$ cat config.mk
export PLATFORM = sky130hd
export DESIGN_NAME = gain_frame_parser_flat
export DESIGN_NICKNAME = d
export VERILOG_FILES = /design/src/sv/gfp_pkg.sv /design/src/sv/gfp_if.sv /design/src/sv/gain_frame_parser.sv /design/src/flat_wrapper.sv
export SDC_FILE = /design/constraint.sdc
export NUM_CORES = 1
export LEC_CHECK = 0
export ABC_AREA = 1
export BUFFER_PORTS_ARGS = -buffer_cell sky130_fd_sc_hd__buf_2
export CAP_MARGIN = 0
export CORE_ASPECT_RATIO = 2
export CORE_UTILIZATION = 45
export DETAILED_ROUTE_END_ITERATION = 8
export PLACE_DENSITY = 0.63
export SETUP_SLACK_MARGIN = 0.02
export SYNTH_ARGS = -nofsm -noshare
export SYNTH_HDL_FRONTEND = slang
export SYNTH_SLANG_ARGS = --single-unit
$ cat constraint.sdc
create_clock -name clk_i -period 8.1 [get_ports clk_i]
set_clock_uncertainty 0.05 [all_clocks]
set_input_delay 0.405 -clock clk_i [delete_from_list [all_inputs] [get_ports clk_i]]
set_output_delay 0.405 -clock clk_i [all_outputs]
set_load 0.02 [all_outputs]
$ cat src/sv/gfp_pkg.sv
// Shared constants, template steps and the template table of the gain frame parser.
package gfp_pkg;

  localparam int unsigned BYTE_W        = 8;
  localparam int unsigned VALUE_W       = 14;
  localparam int unsigned CFG_IDX_W     = 8;
  localparam int unsigned STEP_W        = 4;
  localparam int unsigned DCNT_W        = 3;
  localparam int unsigned CAPACITY_DEF  = 24;
  localparam int unsigned MAX_DIGITS    = 4;

  // configuration register indexes
  localparam logic [CFG_IDX_W-1:0] CFG_START_CHAR = CFG_IDX_W'(0);
  localparam logic [CFG_IDX_W-1:0] CFG_END_CHAR   = CFG_IDX_W'(1);

  localparam logic [BYTE_W-1:0] START_CHAR_RST = 8'h21;  // '!'
  localparam logic [BYTE_W-1:0] END_CHAR_RST   = 8'h23;  // '#'
  localparam logic [BYTE_W-1:0] CHAR_ZERO      = 8'h30;
  localparam logic [BYTE_W-1:0] CHAR_NINE      = 8'h39;

  // template steps: literal positions, number positions, terminal codes
  localparam logic [STEP_W-1:0] STEP_KP_K = 4'd0;
  localparam logic [STEP_W-1:0] STEP_KP_P = 4'd1;
  localparam logic [STEP_W-1:0] STEP_KP_E = 4'd2;
  localparam logic [STEP_W-1:0] STEP_NUM1 = 4'd3;
  localparam logic [STEP_W-1:0] STEP_KI_K = 4'd4;
  localparam logic [STEP_W-1:0] STEP_KI_I = 4'd5;
  localparam logic [STEP_W-1:0] STEP_KI_E = 4'd6;
  localparam logic [STEP_W-1:0] STEP_NUM2 = 4'd7;
  localparam logic [STEP_W-1:0] STEP_KD_K = 4'd8;
  localparam logic [STEP_W-1:0] STEP_KD_D = 4'd9;
  localparam logic [STEP_W-1:0] STEP_KD_E = 4'd10;
  localparam logic [STEP_W-1:0] STEP_NUM3 = 4'd11;
  localparam logic [STEP_W-1:0] STEP_DONE = 4'd12;
  localparam logic [STEP_W-1:0] STEP_FAIL = 4'd13;

  // expected byte at each literal step, zero elsewhere
  function automatic logic [BYTE_W-1:0] gfp_literal(input logic [STEP_W-1:0] s);
    logic [BYTE_W-1:0] c;
    case (s)
      STEP_KP_K, STEP_KI_K, STEP_KD_K: c = 8'h6B;  // k
      STEP_KP_P:                       c = 8'h70;  // p
      STEP_KI_I:                       c = 8'h69;  // i
      STEP_KD_D:                       c = 8'h64;  // d
      STEP_KP_E, STEP_KI_E, STEP_KD_E: c = 8'h3D;  // =
      default:                         c = '0;
    endcase
    return c;
  endfunction

endpackage

$ cat src/sv/gfp_if.sv
// Channel interfaces of the gain frame parser: byte input, gain output, config writes.
interface gfp_byte_if
  import gfp_pkg::*;
();
  logic              valid;
  logic              ready;
  logic [BYTE_W-1:0] rx_byte;

  modport source (output valid, output rx_byte, input ready);
  modport sink   (input valid, input rx_byte, output ready);
endinterface

interface gfp_gain_if
  import gfp_pkg::*;
();
  logic               valid;
  logic               ready;
  logic [VALUE_W-1:0] kp_milli;
  logic [VALUE_W-1:0] ki_milli;
  logic [VALUE_W-1:0] kd_milli;

  modport source (output valid, output kp_milli, output ki_milli, output kd_milli,
                  input ready);
  modport sink   (input valid, input kp_milli, input ki_milli, input kd_milli,
                  output ready);
endinterface

interface gfp_cfg_if
  import gfp_pkg::*;
();
  logic                 valid;
  logic                 ready;
  logic [CFG_IDX_W-1:0] index;
  logic [BYTE_W-1:0]    data;

  modport source (output valid, output index, output data, input ready);
  modport sink   (input valid, input index, input data, output ready);
endinterface

$ cat src/sv/gain_frame_parser.sv
// Gain frame parser: matches kp=NNNNki=NNNNkd=NNNN frames byte by byte.
//
//  channel  | dir | payload                          | transaction
//  ---------+-----+----------------------------------+------------------------------
//  cfg_i    | in  | index, data                      | register write, always ready
//  in_i     | in  | rx_byte                          | one received byte
//  out_o    | out | kp_milli, ki_milli, kd_milli     | gains of one well-formed frame
//
//  One byte per cycle: the template step logic runs in the accepting cycle and a
//  closing byte loads the output register, so the result shows in the next cycle.
//  in_i stalls only while a result sits in the output register and out_o is not
//  ready. Reset clears the frame state and restores start '!' and end '#'.
module gain_frame_parser
  import gfp_pkg::*;
#(
  parameter int unsigned FRAME_CAPACITY = CAPACITY_DEF
) (
  input  logic      clk_i,
  input  logic      rst_ni,
  gfp_cfg_if.sink   cfg_i,
  gfp_byte_if.sink  in_i,
  gfp_gain_if.source out_o
);

  localparam int unsigned LEN_W = $clog2(FRAME_CAPACITY);
  localparam logic [LEN_W-1:0] LEN_LIMIT = LEN_W'(FRAME_CAPACITY - 1);

  logic [BYTE_W-1:0]  start_char_q, end_char_q;
  logic               collecting_q, collecting_d;
  logic [LEN_W-1:0]   len_q, len_d;
  logic [STEP_W-1:0]  step_q, step_d;
  logic [DCNT_W-1:0]  dcnt_q, dcnt_d;
  logic [VALUE_W-1:0] val1_q, val1_d, val2_q, val2_d, val3_q, val3_d;

  logic               out_valid_q, out_valid_d;
  logic [VALUE_W-1:0] kp_q, ki_q, kd_q;

  logic               in_acc, res_fire;
  logic [BYTE_W-1:0]  b;
  logic               is_digit, is_num;
  logic [3:0]         digit;
  logic [VALUE_W-1:0] cur_val, acc_val;

  // configuration
  assign cfg_i.ready = 1'b1;

  always_ff @(posedge clk_i or negedge rst_ni) begin
    if (!rst_ni) begin
      start_char_q <= START_CHAR_RST;
      end_char_q   <= END_CHAR_RST;
    end else if (cfg_i.valid) begin
      if (cfg_i.index == CFG_START_CHAR) begin
        start_char_q <= cfg_i.data;
      end else if (cfg_i.index == CFG_END_CHAR) begin
        end_char_q <= cfg_i.data;
      end
    end
  end

  assign in_i.ready = !out_valid_q || out_o.ready;
  assign in_acc     = in_i.valid && in_i.ready;
  assign b          = in_i.rx_byte;

  assign is_digit = (b >= CHAR_ZERO) && (b <= CHAR_NINE);
  assign digit    = b[3:0];
  assign is_num   = (step_q == STEP_NUM1) || (step_q == STEP_NUM2) || (step_q == STEP_NUM3);

  always_comb begin
    case (step_q)
      STEP_NUM1: cur_val = val1_q;
      STEP_NUM2: cur_val = val2_q;
      default:   cur_val = val3_q;
    endcase
  end

  // value * 10 + digit
  assign acc_val = VALUE_W'({cur_val, 3'b000}) + VALUE_W'({cur_val, 1'b0})
                 + VALUE_W'(digit);

  always_comb begin
    collecting_d = collecting_q;
    len_d        = len_q;
    step_d       = step_q;
    dcnt_d       = dcnt_q;
    val1_d       = val1_q;
    val2_d       = val2_q;
    val3_d       = val3_q;
    res_fire     = 1'b0;

    if (in_acc) begin
      if (!collecting_q) begin
        if (b == start_char_q) begin
          collecting_d = 1'b1;
          len_d        = '0;
          step_d       = STEP_KP_K;
          dcnt_d       = '0;
          val1_d       = '0;
          val2_d       = '0;
          val3_d       = '0;
        end
      end else if (b == end_char_q) begin
        collecting_d = 1'b0;
        len_d        = '0;
        res_fire     = (step_q == STEP_DONE) || (step_q == STEP_NUM3 && dcnt_q != '0);
      end else if (len_q < LEN_LIMIT) begin
        len_d = len_q + 1'b1;
        if (is_num) begin
          if (is_digit && dcnt_q < DCNT_W'(MAX_DIGITS)) begin
            case (step_q)
              STEP_NUM1: val1_d = acc_val;
              STEP_NUM2: val2_d = acc_val;
              default:   val3_d = acc_val;
            endcase
            dcnt_d = dcnt_q + 1'b1;
          end else if (dcnt_q == '0) begin
            step_d = STEP_FAIL;
          end else if (step_q == STEP_NUM3) begin
            step_d = STEP_DONE;  // trailing text ignored
          end else if (b == gfp_literal(step_q + 1'b1)) begin
            step_d = step_q + 2'd2;
            dcnt_d = '0;
          end else begin
            step_d = STEP_FAIL;
          end
        end else if (step_q < STEP_DONE) begin
          step_d = (b == gfp_literal(step_q)) ? step_q + 1'b1 : STEP_FAIL;
        end else if (step_q > STEP_FAIL) begin
          step_d = STEP_FAIL;
        end
      end else begin
        collecting_d = 1'b0;  // overflow: drop frame
      end
    end
  end

  always_ff @(posedge clk_i or negedge rst_ni) begin
    if (!rst_ni) begin
      collecting_q <= 1'b0;
      len_q        <= '0;
      step_q       <= STEP_KP_K;
      dcnt_q       <= '0;
      val1_q       <= '0;
      val2_q       <= '0;
      val3_q       <= '0;
      out_valid_q  <= 1'b0;
    end else begin
      collecting_q <= collecting_d;
      len_q        <= len_d;
      step_q       <= step_d;
      dcnt_q       <= dcnt_d;
      val1_q       <= val1_d;
      val2_q       <= val2_d;
      val3_q       <= val3_d;
      out_valid_q  <= out_valid_d;
    end
  end

  always_comb begin
    out_valid_d = out_valid_q;
    if (res_fire) begin
      out_valid_d = 1'b1;
    end else if (out_o.ready) begin
      out_valid_d = 1'b0;
    end
  end

  always_ff @(posedge clk_i) begin
    if (res_fire) begin
      kp_q <= val1_q;
      ki_q <= val2_q;
      kd_q <= val3_q;
    end
  end

  assign out_o.valid    = out_valid_q;
  assign out_o.kp_milli = kp_q;
  assign out_o.ki_milli = ki_q;
  assign out_o.kd_milli = kd_q;

endmodule

$ cat src/flat_wrapper.sv
// flat-port wrapper written by rule: the top's interface ports become plain ports
module gain_frame_parser_flat import gfp_pkg::*;
#(
  parameter int unsigned FRAME_CAPACITY = CAPACITY_DEF
)
  (clk_i, rst_ni, cfg_i_valid, cfg_i_index, cfg_i_data, cfg_i_ready, in_i_valid, in_i_rx_byte, in_i_ready, out_o_valid, out_o_kp_milli, out_o_ki_milli, out_o_kd_milli, out_o_ready);
  gfp_cfg_if cfg_i_i ();
  gfp_byte_if in_i_i ();
  gfp_gain_if out_o_i ();
  input  logic clk_i;
  input  logic rst_ni;
  input wire logic [$bits(cfg_i_i.valid)-1:0] cfg_i_valid;
  input wire logic [$bits(cfg_i_i.index)-1:0] cfg_i_index;
  input wire logic [$bits(cfg_i_i.data)-1:0] cfg_i_data;
  output wire logic [$bits(cfg_i_i.ready)-1:0] cfg_i_ready;
  input wire logic [$bits(in_i_i.valid)-1:0] in_i_valid;
  input wire logic [$bits(in_i_i.rx_byte)-1:0] in_i_rx_byte;
  output wire logic [$bits(in_i_i.ready)-1:0] in_i_ready;
  output wire logic [$bits(out_o_i.valid)-1:0] out_o_valid;
  output wire logic [$bits(out_o_i.kp_milli)-1:0] out_o_kp_milli;
  output wire logic [$bits(out_o_i.ki_milli)-1:0] out_o_ki_milli;
  output wire logic [$bits(out_o_i.kd_milli)-1:0] out_o_kd_milli;
  input wire logic [$bits(out_o_i.ready)-1:0] out_o_ready;
  assign cfg_i_i.valid = cfg_i_valid;
  assign cfg_i_i.index = cfg_i_index;
  assign cfg_i_i.data = cfg_i_data;
  assign cfg_i_ready = cfg_i_i.ready;
  assign in_i_i.valid = in_i_valid;
  assign in_i_i.rx_byte = in_i_rx_byte;
  assign in_i_ready = in_i_i.ready;
  assign out_o_valid = out_o_i.valid;
  assign out_o_kp_milli = out_o_i.kp_milli;
  assign out_o_ki_milli = out_o_i.ki_milli;
  assign out_o_kd_milli = out_o_i.kd_milli;
  assign out_o_i.ready = out_o_ready;
  gain_frame_parser #(.FRAME_CAPACITY(FRAME_CAPACITY)) u_core (.clk_i(clk_i), .rst_ni(rst_ni), .cfg_i(cfg_i_i), .in_i(in_i_i), .out_o(out_o_i));
endmodule
### After elaboration in Yosys (flattened, before gate mapping)

Memory sizes are Yosys's and may differ from the RTL's.
Index checks and enable logic that the tools add are counted.

| storage, ports and cells | value |
|---|---|
| bits in registers | 114 |
| ROM bits | 224 |
| word-level logic and storage cells | 141 |
| memories | 2 |

Memory list:

| name | words | width | read ports | clocked after Yosys merged registers in | write ports | line | text |
|---|---|---|---|---|---|---|---|
| (name not given) | 16 | 7 | 1 | 0 | 0 | gfp_pkg.sv:40 | `case (s)` |
| (name not given) | 16 | 7 | 1 | 0 | 0 | gfp_pkg.sv:40 |  |

| operators by class | value |
|---|---|
| $add $sub $neg | 6 |
| magnitude comparators | 6 |
| equality and inequality tests | 22 |
| multiplexer cells | 68 |
| bitwise gates (word level) | 1 |
| reduce and logical (&&, ||, !) cells | 23 |

Operator list:

| kind | count |
|---|---|
| two-way mux 14 bit | 19 |
| two-way mux 8 bit | 14 |
| two-way mux 4 bit | 12 |
| equality test 8 bit | 4 |
| two-way mux 3 bit | 9 |
| case mux 13 bit (2 select lines) | 1 |
| AND reduction 7 bit | 3 |
| two-way mux 5 bit | 4 |
| != test 3 bit (second input constant) | 5 |
| adder 14 bit | 1 |
| adder 14 x 4 -> 14 bit | 1 |
| != test 2 bit (second input constant) | 7 |
| two-way mux 1 bit | 9 |
| equality test 4 bit (second input constant) | 2 |
| equality test 8 x 1 -> 1 bit (second input constant) | 1 |
| greater-or-equal comparator 8 x 6 -> 1 bit (second input constant) | 1 |
| less-or-equal comparator 8 x 6 -> 1 bit (second input constant) | 1 |
| logical NOT 8 bit | 1 |
| AND reduction 8 bit | 1 |
| AND reduction 3 bit | 2 |
| AND reduction 6 bit | 1 |
| adder 5 x 1 -> 5 bit (second input constant) | 1 |
| less-than comparator 5 bit (second input constant) | 1 |
| adder 4 x 1 -> 4 bit (second input constant) | 1 |
| other kinds (17) | 24 |

### Longest topological paths before layout

Gate-level depths: netlist of the first run.
An unclocked memory read counts as a cell.

| logic depth | value |
|---|---|
| depth after elaboration | 19 |
| gate-level depth with buffers | 20 |

### Worst setup path before layout of the first run

Ideal clock, no wire load.

| path | value |
|---|---|
| kind | reg2reg |
| from | register u_core.step_q[0] |
| to | register u_core.kd_q[0] (netlist: u_core.out_o.kd_milli[0]), enable pin |
| library setup time | 0.442 ns |
| data arrival time | 2.896 ns |
| setup slack | 4.713 ns |
| cell stages (with the launch flop) | 6 |
| buffers on the path | 0 |
| period minus slack after synthesis | 3.387 ns |
| path through | dfrtp_1 ha_1 nand3_1 o22ai_1 nand2_1 nor2_1 |

| on the way | value |
|---|---|
| word-level cells in the longest chain between the ends | 6 |
| elaborated cells between the ends (all ways) | 7 |

RTL lines:

| element | line | text |
|---|---|---|
| start: declaration | gain_frame_parser.sv:31 | `logic [STEP_W-1:0] step_q, step_d;` |
| start signal: assignment | gain_frame_parser.sv:149 | `step_q <= step_d;` |
| equality test 4 bit | gain_frame_parser.sv:104 | `res_fire = (step_q == STEP_DONE) \|\| (step_q == STEP_NUM3 && dcnt_q != '0);` |
| logical AND 1 bit | gain_frame_parser.sv:104 |  |
| logical OR 1 bit (*) | gain_frame_parser.sv:104 |  |
| two-way mux 1 bit (*) | gain_frame_parser.sv:101 | `end else if (b == end_char_q) begin` |
| two-way mux 1 bit (*) | gain_frame_parser.sv:91 | `if (!collecting_q) begin` |
| two-way mux 1 bit (*) | gain_frame_parser.sv:90 | `if (in_acc) begin` |
| end signal: assignment | gain_frame_parser.sv:171 | `kd_q <= val3_q;` |
| end: declaration | gain_frame_parser.sv:36 | `logic [VALUE_W-1:0] kp_q, ki_q, kd_q;` |

Mark *: on every way between the ends. The rest lies on a longest branch, timed or not.
A chain may end at the register's enable or synchronous reset.

### Final worst setup path of the first run

| path | value |
|---|---|
| from | register u_core.step_q[0] |
| to | register u_core.val3_q[7] |

| on the way | value |
|---|---|
| word-level cells in the longest chain between the ends | 10 |
| elaborated cells between the ends (all ways) | 18 |

RTL lines:

| element | line | text |
|---|---|---|
| equality test 4 x 3 -> 1 bit or equality test 4 x 2 -> 1 bit (tied branches) | gain_frame_parser.sv:66, gain_frame_parser.sv:69, gain_frame_parser.sv:109 |  |
| case mux 13 bit (2 select lines) | gain_frame_parser.sv:69 | `case (step_q)` |
| adder 14 bit | gain_frame_parser.sv:77 | `assign acc_val = VALUE_W'({cur_val, 3'b000}) + VALUE_W'({cur_val, 1'b0})` |
| adder 14 x 4 -> 14 bit | gain_frame_parser.sv:78 | `+ VALUE_W'(digit);` |
| two-way mux 14 bit | gain_frame_parser.sv:109 | `case (step_q)` |
| two-way mux 14 bit | gain_frame_parser.sv:108 | `if (is_digit && dcnt_q < DCNT_W'(MAX_DIGITS)) begin` |
| two-way mux 14 bit | gain_frame_parser.sv:107 | `if (is_num) begin` |
| two-way mux 14 bit | gain_frame_parser.sv:105 | `end else if (len_q < LEN_LIMIT) begin` |
| two-way mux 14 bit | gain_frame_parser.sv:101 |  |
| two-way mux 14 bit | gain_frame_parser.sv:91 |  |
| end signal: assignment | gain_frame_parser.sv:153 | `val3_q <= val3_d;` |
| end: declaration | gain_frame_parser.sv:33 | `logic [VALUE_W-1:0] val1_q, val1_d, val2_q, val2_d, val3_q, val3_d;` |

Several ways; a longest one is shown, not always the timed one. The select of a mux whose other input is x is not followed.

==> reports/results.tsv, run 1 <==
metric	value	unit
syn_area_per_cell	8.48	um2
CP required	8.39	ns
DIE AREA	0.0150	mm2
register area	0.00307	mm2
buffers added on ports	72	
Clk pin slew, worst setup/hold paths	0.07	ns
Critical-path top delay cell	fa_1	
Overflow after GRT	0	
ordered list of cells on the worst path	ha_1 -> nand3_1 -> o22ai_1 -> a21oi_1 -> fa_1 -> inv_1 -> ha_1 -> nand2_1 -> o21ai_0 -> nand2_1 -> nand2_1 -> a21oi_1 -> xor2_1 -> nor2_1 -> nand2_1 -> o21ai_0	
routed wire length	16500	um
critical path class	flop to flop	
Register-to-Register Path Depth	16	
postcts setup bufs	0	
Root Driver	clkbuf_16	
Max Cap Violations	0	
vias	5314	
CTS H-tree depth	4	
post-cts gate resize count	0	
cell count after synthesis	768	
FF-to-FF Start	u_core.step_q[0]	
Synth Warn #	0	
maximum vdd drop	162	uV
Hold Path Class	primary input to async pin	
Tcrit/Tclk final	0.500	
Vias/cell	5.08	
CORE AREA	0.0140	mm2
slew margin rel.	0.239	
leakage	3.69	nW
Startpoint Class	flop	
cell area after synthesis	0.00651	mm2
number of synthesized register bits	114	
row count	61	
most used cell, CP	nand2_1	
Worst EP arrival	4.33	ns
critical path peak fanout	9	
Final ANT Viol Nets	0	
multi-input logic area	0.00296	mm2
layout cells sized above 1	0.170	
Initial Util	0.464	
WL per Instance	15.7	um
area grow syn2layout	16.7	%
min cycle time layout	4.05	ns
FF-to-FF End	u_core.val3_q[7]	
worst setup path startpoint	u_core.step_q[0]	
Hold Fails Final Rpt	0	
register area share after synthesis	0.471	
worst skew pair latency	0.42	ns
Fmax	247	MHz
vias in the first global route	5443	
clk sinks	114	
DR pass1 iterations	5	
Ports	74	
CTS tree	built	
die height	172	um
Worst setup EP type	flop	
Pins Over Slew Limit	0	
post-synthesis cell type count	47	
CTS Buffer Depth	2	
run status	finished, final reports clean	
setup violators final	0	
pin count of the biggest net entering global routing	73	
fillers	1342	
hold_buf cts	0	
Final GP Congestion	0.968	
RSZ-0062 raised after global routing	no	
DRC	0	
global-route wire length before repair	26700	um
Worst R2R Setup Slack	4.05	ns
Mapped Nets	839	
HPWL Detailed	12500	um
ANT cells	0	
Final nets	916	
Chip Width	87.1	um
PD cells	260	mW/mm2
post-layout util	0.541	
GRT Util Overall	0.240	
initial antenna violation count	0	
non-filler instance count after layout	1047	
Inst Count DP	1015	
crit-path max cell delay	0.60	ns
worst-margin pin slew	1.14	ns
most frequent cells in the layout	nand2_1 (234), inv_1 (92), buf_2 (72)	
initial DRC count	260	
Num CTS Buffers	17	
most common cell after layout, fill and taps aside	nand2_1	
Final TNS setup	0	ns
-- cell type report --
type	count	area share
sequential	114	0.404
multi-input combinational	541	0.389
clock buffer	19	0.0583
inverter	98	0.0494
timing repair buffer	73	0.0484
tap	189	0.0311
clock inverter	13	0.0199
-- layer usage --
metal	up-vias	track usage	share of wire	wire, um
met5	-	0	0	0
met4	0	0.154	0.046	765
met3	41	0.0348	0.032	521
met2	133	0.462	0.57	9350
met1	2486	0.229	0.35	5840
li1	2654	-	-	-
-- worst max-delay path, delay by kind of cell (launching register included) --
family | cells | cell delay, ns
flops | 1 | 0.50
simple gates | 6 | 0.97
compound gates | 5 | 0.98
fa+ha+maj | 3 | 1.25
xor+xnor | 1 | 0.15
buf+inv | 1 | 0.06
-- report_power, final --
group,leakage (nW),switching (mW),internal (mW),total (mW)
sequential,1.36,0.0793,0.689,0.769
clock,0.289,0.286,0.466,0.752
combinational,2.04,0.297,0.157,0.455
-- per-stage QoR --
stage,power [mW],hold slack (ns),setup slack [ns],cell area (um2)
after floorplan,1.10,0.0594,4.71,6510
after global placement,1.22,0.386,4.27,7010
after detailed placement,1.24,0.382,4.12,7010
after CTS,1.99,0.157,4.12,7600
after global routing,2.09,0.207,3.77,7600
final,1.98,0.146,4.05,7600
-- synthesized netlist by cell type, drive strengths merged --
library cell,instances,area (um2)
nand2,242,971
inv,97,372
o21ai,73,422
dfrtp,67,1680
nor2,56,223
nand3,55,280
edfxtp,42,1260
ha,40,500
a21oi,25,129
buf,13,113
xnor2,9,78.8
nand4,7,50.1
xor2,7,61.3
dfstp,5,131
nor3,4,42.5
o22ai,4,25.0
o221ai,3,26.3
a21boi,2,15.0
clkbuf,2,7.51
fa,2,40.0
nand3b,2,15.0
o211ai,2,15.0
o21bai,2,15.0
or2,2,12.5
clkinv,1,3.75
conb,1,3.75
mux2i,1,10.0
nor4,1,6.26
o21a,1,7.51
-- state kept, by name, summed over array words and instances, names as in the netlist --
register / cells
u_core.out_o.kd_milli: 14
u_core.out_o.ki_milli: 14
u_core.out_o.kp_milli: 14
u_core.val1_q: 14
u_core.val2_q: 14
u_core.val3_q: 14
u_core.end_char_q: 8
u_core.start_char_q: 8
u_core.len_q: 5
u_core.step_q: 4
u_core.dcnt_q: 3
u_core.collecting_q: 1
u_core.out_o.valid: 1
-- worst max-delay path by stage --
stage | to | slack, ns | depth (start not counted)
final | u_core.val3_q[7] | 4.05 | 16
after CTS | u_core.val3_q[11] | 4.12 | 17
after detailed placement | u_core.val3_q[7] | 4.12 | 16
after global placement | u_core.val3_q[7] | 4.27 | 16
after floorplan | u_core.out_o.kd_milli[0] | 4.71 | 5
after global routing | u_core.val3_q[11] | 3.77 | 17
-- kinds of logic after synthesis --
logic type | synth area share
AND/OR/NAND/NOR | 0.246
XOR/XNOR | 0.0215
AO/OA/AOI/OAI | 0.100
buffers and inverters | 0.0761
multiplexers | 0.00154
other | 0.000576
flip-flops | 0.471
adder cells (fa/ha/maj) | 0.0830
Note: power is estimated with default switching activity, not from simulation.
==> run 2: changes to the inputs <==
PLACE_DENSITY = 0.65   (was 0.63)
clock period = 3.4 ns   (was 8.1 ns; I/O delays follow)
==> reports/results.tsv, run 2 (synthesized netlist as in run 1, its figures left out) <==
metric	value	unit
non-filler instance count after layout	1069	
PD cells	631	mW/mm2
Final TNS setup	0	ns
Fmax	316	MHz
Initial Util	0.464	
ANT cells	0	
ordered list of cells on the worst path	ha_2 -> nand3_2 -> o22ai_1 -> a21oi_2 -> fa_1 -> fa_1 -> inv_2 -> nand3_1 -> nand2_1 -> a21boi_1 -> o21bai_1 -> a21oi_1 -> o21ai_0 -> buf_4 -> o21ai_1	
run status	finished, final reports clean	
Inst Count DP	1026	
HPWL Detailed	11900	um
DIE AREA	0.0150	mm2
Tcrit/Tclk final	0.932	
initial DRC count	258	
area grow syn2layout	21.2	%
pre-CTS WS	0.0868	ns
Num CTS Buffers	17	
critical path peak fanout	5	
Vias/cell	5.04	
post-layout util	0.562	
fillers	1309	
Max Cap Violations	0	
Final GP Congestion	0.978	
slew margin rel.	0.386	
initial antenna violation count	0	
Flop pwr share	0.360	
GRT Util Overall	0.228	
vias in the first global route	5235	
Clk pin slew, worst setup/hold paths	0.06	ns
CP required	3.65	ns
Chip Width	87.1	um
row count	61	
Overflow after GRT	0	
Startpoint Class	flop	
CORE AREA	0.0140	mm2
Ports	74	
clk sinks	114	
DRC	0	
Sw Share	0.313	
critical path class	flop to flop	
Worst setup EP type	flop	
vias	5385	
RSZ-0062 raised after global routing	yes	
most used cell, CP	fa_1	
leakage	3.80	nW
setup violators final	0	
die height	172	um
global-route wire length before repair	25300	um
Hold Fails Final Rpt	0	
DR pass1 iterations	4	
CTS Buffer Depth	2	
min cycle time layout	3.17	ns
Final ANT Viol Nets	0	
Min Hold Slack	0.0619	ns
layout cells sized above 1	0.189	
clock power share	0.394	
Pins Over Slew Limit	0	
routed wire length	15800	um
Critical-path top delay cell	fa_1	
Root Driver	clkbuf_16	
P_sw	1.56	mW
fin worst setup slack	0.232	ns
WL per Instance	14.7	um
CTS tree	built	
CTS H-tree depth	4	
Final nets	938	
pin count of the biggest net entering global routing	73	
worst-margin pin slew	0.920	ns
Int Power	3.42	mW
Hold Path Class	primary input to flop	
Worst EP arrival	3.42	ns
crit-path max cell delay	0.51	ns
most common cell after layout, fill and taps aside	nand2_1	
maximum vdd drop	389	uV
Logic pwr share	0.245	
most frequent cells in the layout	nand2_1 (233), inv_1 (90), buf_2 (72)	
worst skew pair latency	0.42	ns
buffers added on ports	72	
## run 2: power by group through the flow
stage | logic [mW] | registers, mW | clock network, mW
floorplan | 0.854 | 1.76 | 0
global placement | 1.16 | 1.81 | 0
detailed placement | 1.18 | 1.81 | 0
CTS | 1.19 | 1.79 | 1.98
global route | 1.38 | 1.81 | 2.04
finish | 1.22 | 1.79 | 1.96
## run 2: cell type report
class,instances,area (um2),share of cell area
inverters,98,379,0.0480
repair buffers,94,548,0.0694
clock buffers,18,429,0.0544
repair inverters,1,7.51,0.000951
clock inverters,14,216,0.0274
multi-input cells,541,3010,0.381
well taps,189,236,0.0300
flip-flops and latches,114,3070,0.389
## run 2: repair_timing
action                                 CTS  global route
buffers inserted                         0             1
hold buffers                             9             0
resized for setup                        0            18
endpoints found under the hold margin   83             0
setup endpoints to repair                0            21
## run 2: routing by layer
| layer | up-vias | GRT usage | part of all wire |
|---|---|---|---|
| li1 | 2694 | - | - |
| met1 | 2491 | 0.219 | 0.36 |
| met2 | 142 | 0.432 | 0.56 |
| met3 | 58 | 0.0401 | 0.027 |
| met4 | 0 | 0.150 | 0.058 |
| met5 | - | 0 | 0 |
## run 2: critical path, delay by kind of cell (launching register included)
family	cells	cell delay, ns
DFF	1	0.36
and+or+nand+nor	3	0.33
buffers and inverters	2	0.25
adders and majority gates	3	1.22
AOI/OAI and AO/OA	7	0.83
## run 2: worst paths after layout
check,from,endpoint,slack (ns),cells past startpoint
setup / recovery,u_core.step_q[1],u_core.val3_q[10],0.23,15
hold / removal,in_i_valid,u_core.collecting_q,0.06,4
setup reg to reg,u_core.step_q[1],u_core.val3_q[10],0.23,15
hold reg to reg,u_core.val3_q[7],u_core.out_o.kd_milli[7],0.39,0
max in group asynchronous,rst_ni,u_core.step_q[2],2.23,3
min in group asynchronous,rst_ni,u_core.end_char_q[7],0.45,3
## run 2: per-stage QoR
| step | power [mW] | instance area (um2) |
|---|---|---|
| 6_report | 4.98 | 7890 |
| 5_1_grt | 5.23 | 7890 |
| 3_3_place_gp | 2.97 | 7090 |
| 2_1_floorplan | 2.62 | 6520 |
| 4_1_cts | 4.97 | 7820 |
| 3_5_place_dp | 2.99 | 7090 |
==> run 3: changes to the inputs <==
HOLD_SLACK_MARGIN = 0.15   (was unset)
PLACE_DENSITY = 0.66   (was 0.65)
==> reports/results.tsv, run 3 (synthesized netlist as in run 1, its figures left out) <==
metric	value	unit
run status	finished, final reports clean	
CORE AREA	0.0140	mm2
Tcrit/Tclk final	0.922	
leakage	3.79	nW
Worst EP arrival	3.44	ns
Critical-path top delay cell	dfrtp_1	
Inst Count DP	1029	
Chip Width	87.1	um
DIE AREA	0.0150	mm2
Hold Path Class	primary input to async pin	
vias in the first global route	5522	
Tot Pwr	4.78	mW
Root Driver	clkbuf_16	
CTS tree	built	
Pins Over Slew Limit	0	
setup violators final	0	
global-route wire length before repair	26300	um
Initial Util	0.464	
maximum vdd drop	407	uV
HPWL Detailed	12400	um
Max Cap Violations	0	
DR pass1 iterations	4	
Hold Fails Final Rpt	0	
Fmax	319	MHz
worst skew pair latency	0.42	ns
buffers added on ports	72	
ordered list of cells on the worst path	ha_4 -> nand3_1 -> inv_2 -> buf_4 -> nand2_1 -> nand2_1 -> nor2_1 -> inv_1 -> ha_1 -> ha_2 -> nand2_1 -> nor2_1 -> nand3_1 -> nand4_1 -> o21ai_0 -> a21oi_2 -> nand2_1 -> nand2_1	
RSZ-0062 raised after global routing	no	
vias	5430	
pin count of the biggest net entering global routing	43	
Startpoint Class	flop	
crit-path max cell delay	0.41	ns
Overflow after GRT	0	
initial antenna violation count	0	
critical path class	flop to flop	
slew margin rel.	0.606	
layout cells sized above 1	0.199	
Final GP Congestion	0.975	
Final ANT Viol Nets	0	
Num CTS Buffers	17	
die height	172	um
most common cell after layout, fill and taps aside	nand2_1	
Ports	74	
Final TNS setup	0	ns
clk sinks	114	
routed wire length	16200	um
initial DRC count	239	
CTS Buffer Depth	2	
Vias/cell	5.06	
non-filler instance count after layout	1073	
row count	61	
Worst setup EP type	flop	
WL per Instance	15.1	um
CTS H-tree depth	4	
PD cells	607	mW/mm2
fillers	1361	
ANT cells	0	
Final nets	942	
worst-margin pin slew	0.591	ns
Clk pin slew, worst setup/hold paths	0.06	ns
area grow syn2layout	21.0	%
most used cell, CP	nand2_1	
CP required	3.70	ns
GRT Util Overall	0.239	
critical path peak fanout	9	
min cycle time layout	3.14	ns
DRC	0	
most frequent cells in the layout	nand2_1 (233), inv_1 (91), buf_2 (72)	
run 3: routing by layer:
layer	up-vias	wire (um)	track usage
met1	2483	5500	0.217
met4	0	1060	0.173
met2	169	9150	0.457
met5	-	0	0
met3	71	512	0.0420
li1	2707	-	-
run 3: metrics by stage:
step | utilization | hold WS (ns) | cell area [um2] | setup WS, ns
3_3_place_gp | 0.506 | 0.151 | 7110 | 0.110
2_1_floorplan | - | -0.176 | 6520 | 0.235
3_5_place_dp | 0.506 | 0.155 | 7110 | 0.00296
5_1_grt | 0.561 | 0.289 | 7880 | 0.0317
4_1_cts | 0.557 | 0.253 | 7820 | 0.0587
6_report | 0.561 | 0.239 | 7880 | 0.264
run 3: worst paths after layout:
path / start / end / slack, ns / cells past startpoint
hold reg to reg: u_core.val1_q[13] / u_core.out_o.kp_milli[13] / 0.40 / 0
setup / recovery: u_core.step_q[1] / u_core.val3_q[12] / 0.26 / 18
max in group asynchronous: rst_ni / u_core.step_q[2] / 2.22 / 3
hold / removal: rst_ni / u_core.val2_q[4] / 0.24 / 2
setup reg to reg: u_core.step_q[1] / u_core.val3_q[12] / 0.26 / 18
min in group clk_i: in_i_rx_byte[6] / u_core.dcnt_q[1] / 0.31 / 6
run 3: critical path: cells and delay by family (launching register included):
family | cells | cell delay [ns]
buffers and inverters | 3 | 0.42
and+or+nand+nor | 10 | 1.03
adders and majority gates | 3 | 0.86
AOI/OAI and AO/OA | 2 | 0.31
DFF | 1 | 0.41
run 3: what timing repair did:
action                                  CTS  global route
endpoints found under the hold margin    44             0
endpoints found under the setup margin    8            21
setup buffers                             0             0
hold buffers                             12             0
pin swaps                                 0             0
resized for setup                         1            17
run 3: final cells by class:
type,instances,area [um2],share of cell area
sequential,114,3070,0.390
timing repair buffer,99,593,0.0752
clock inverter,14,153,0.0194
inverter,98,375,0.0476
multi-input combinational,541,3020,0.383
clock buffer,18,439,0.0557
tap,189,236,0.0300
run 3: report_power, final:
group / internal (mW) / leakage (nW) / switching [mW]
combinational: 0.425 / 2.16 / 0.782
clock: 1.10 / 0.280 / 0.666
sequential: 1.64 / 1.36 / 0.160
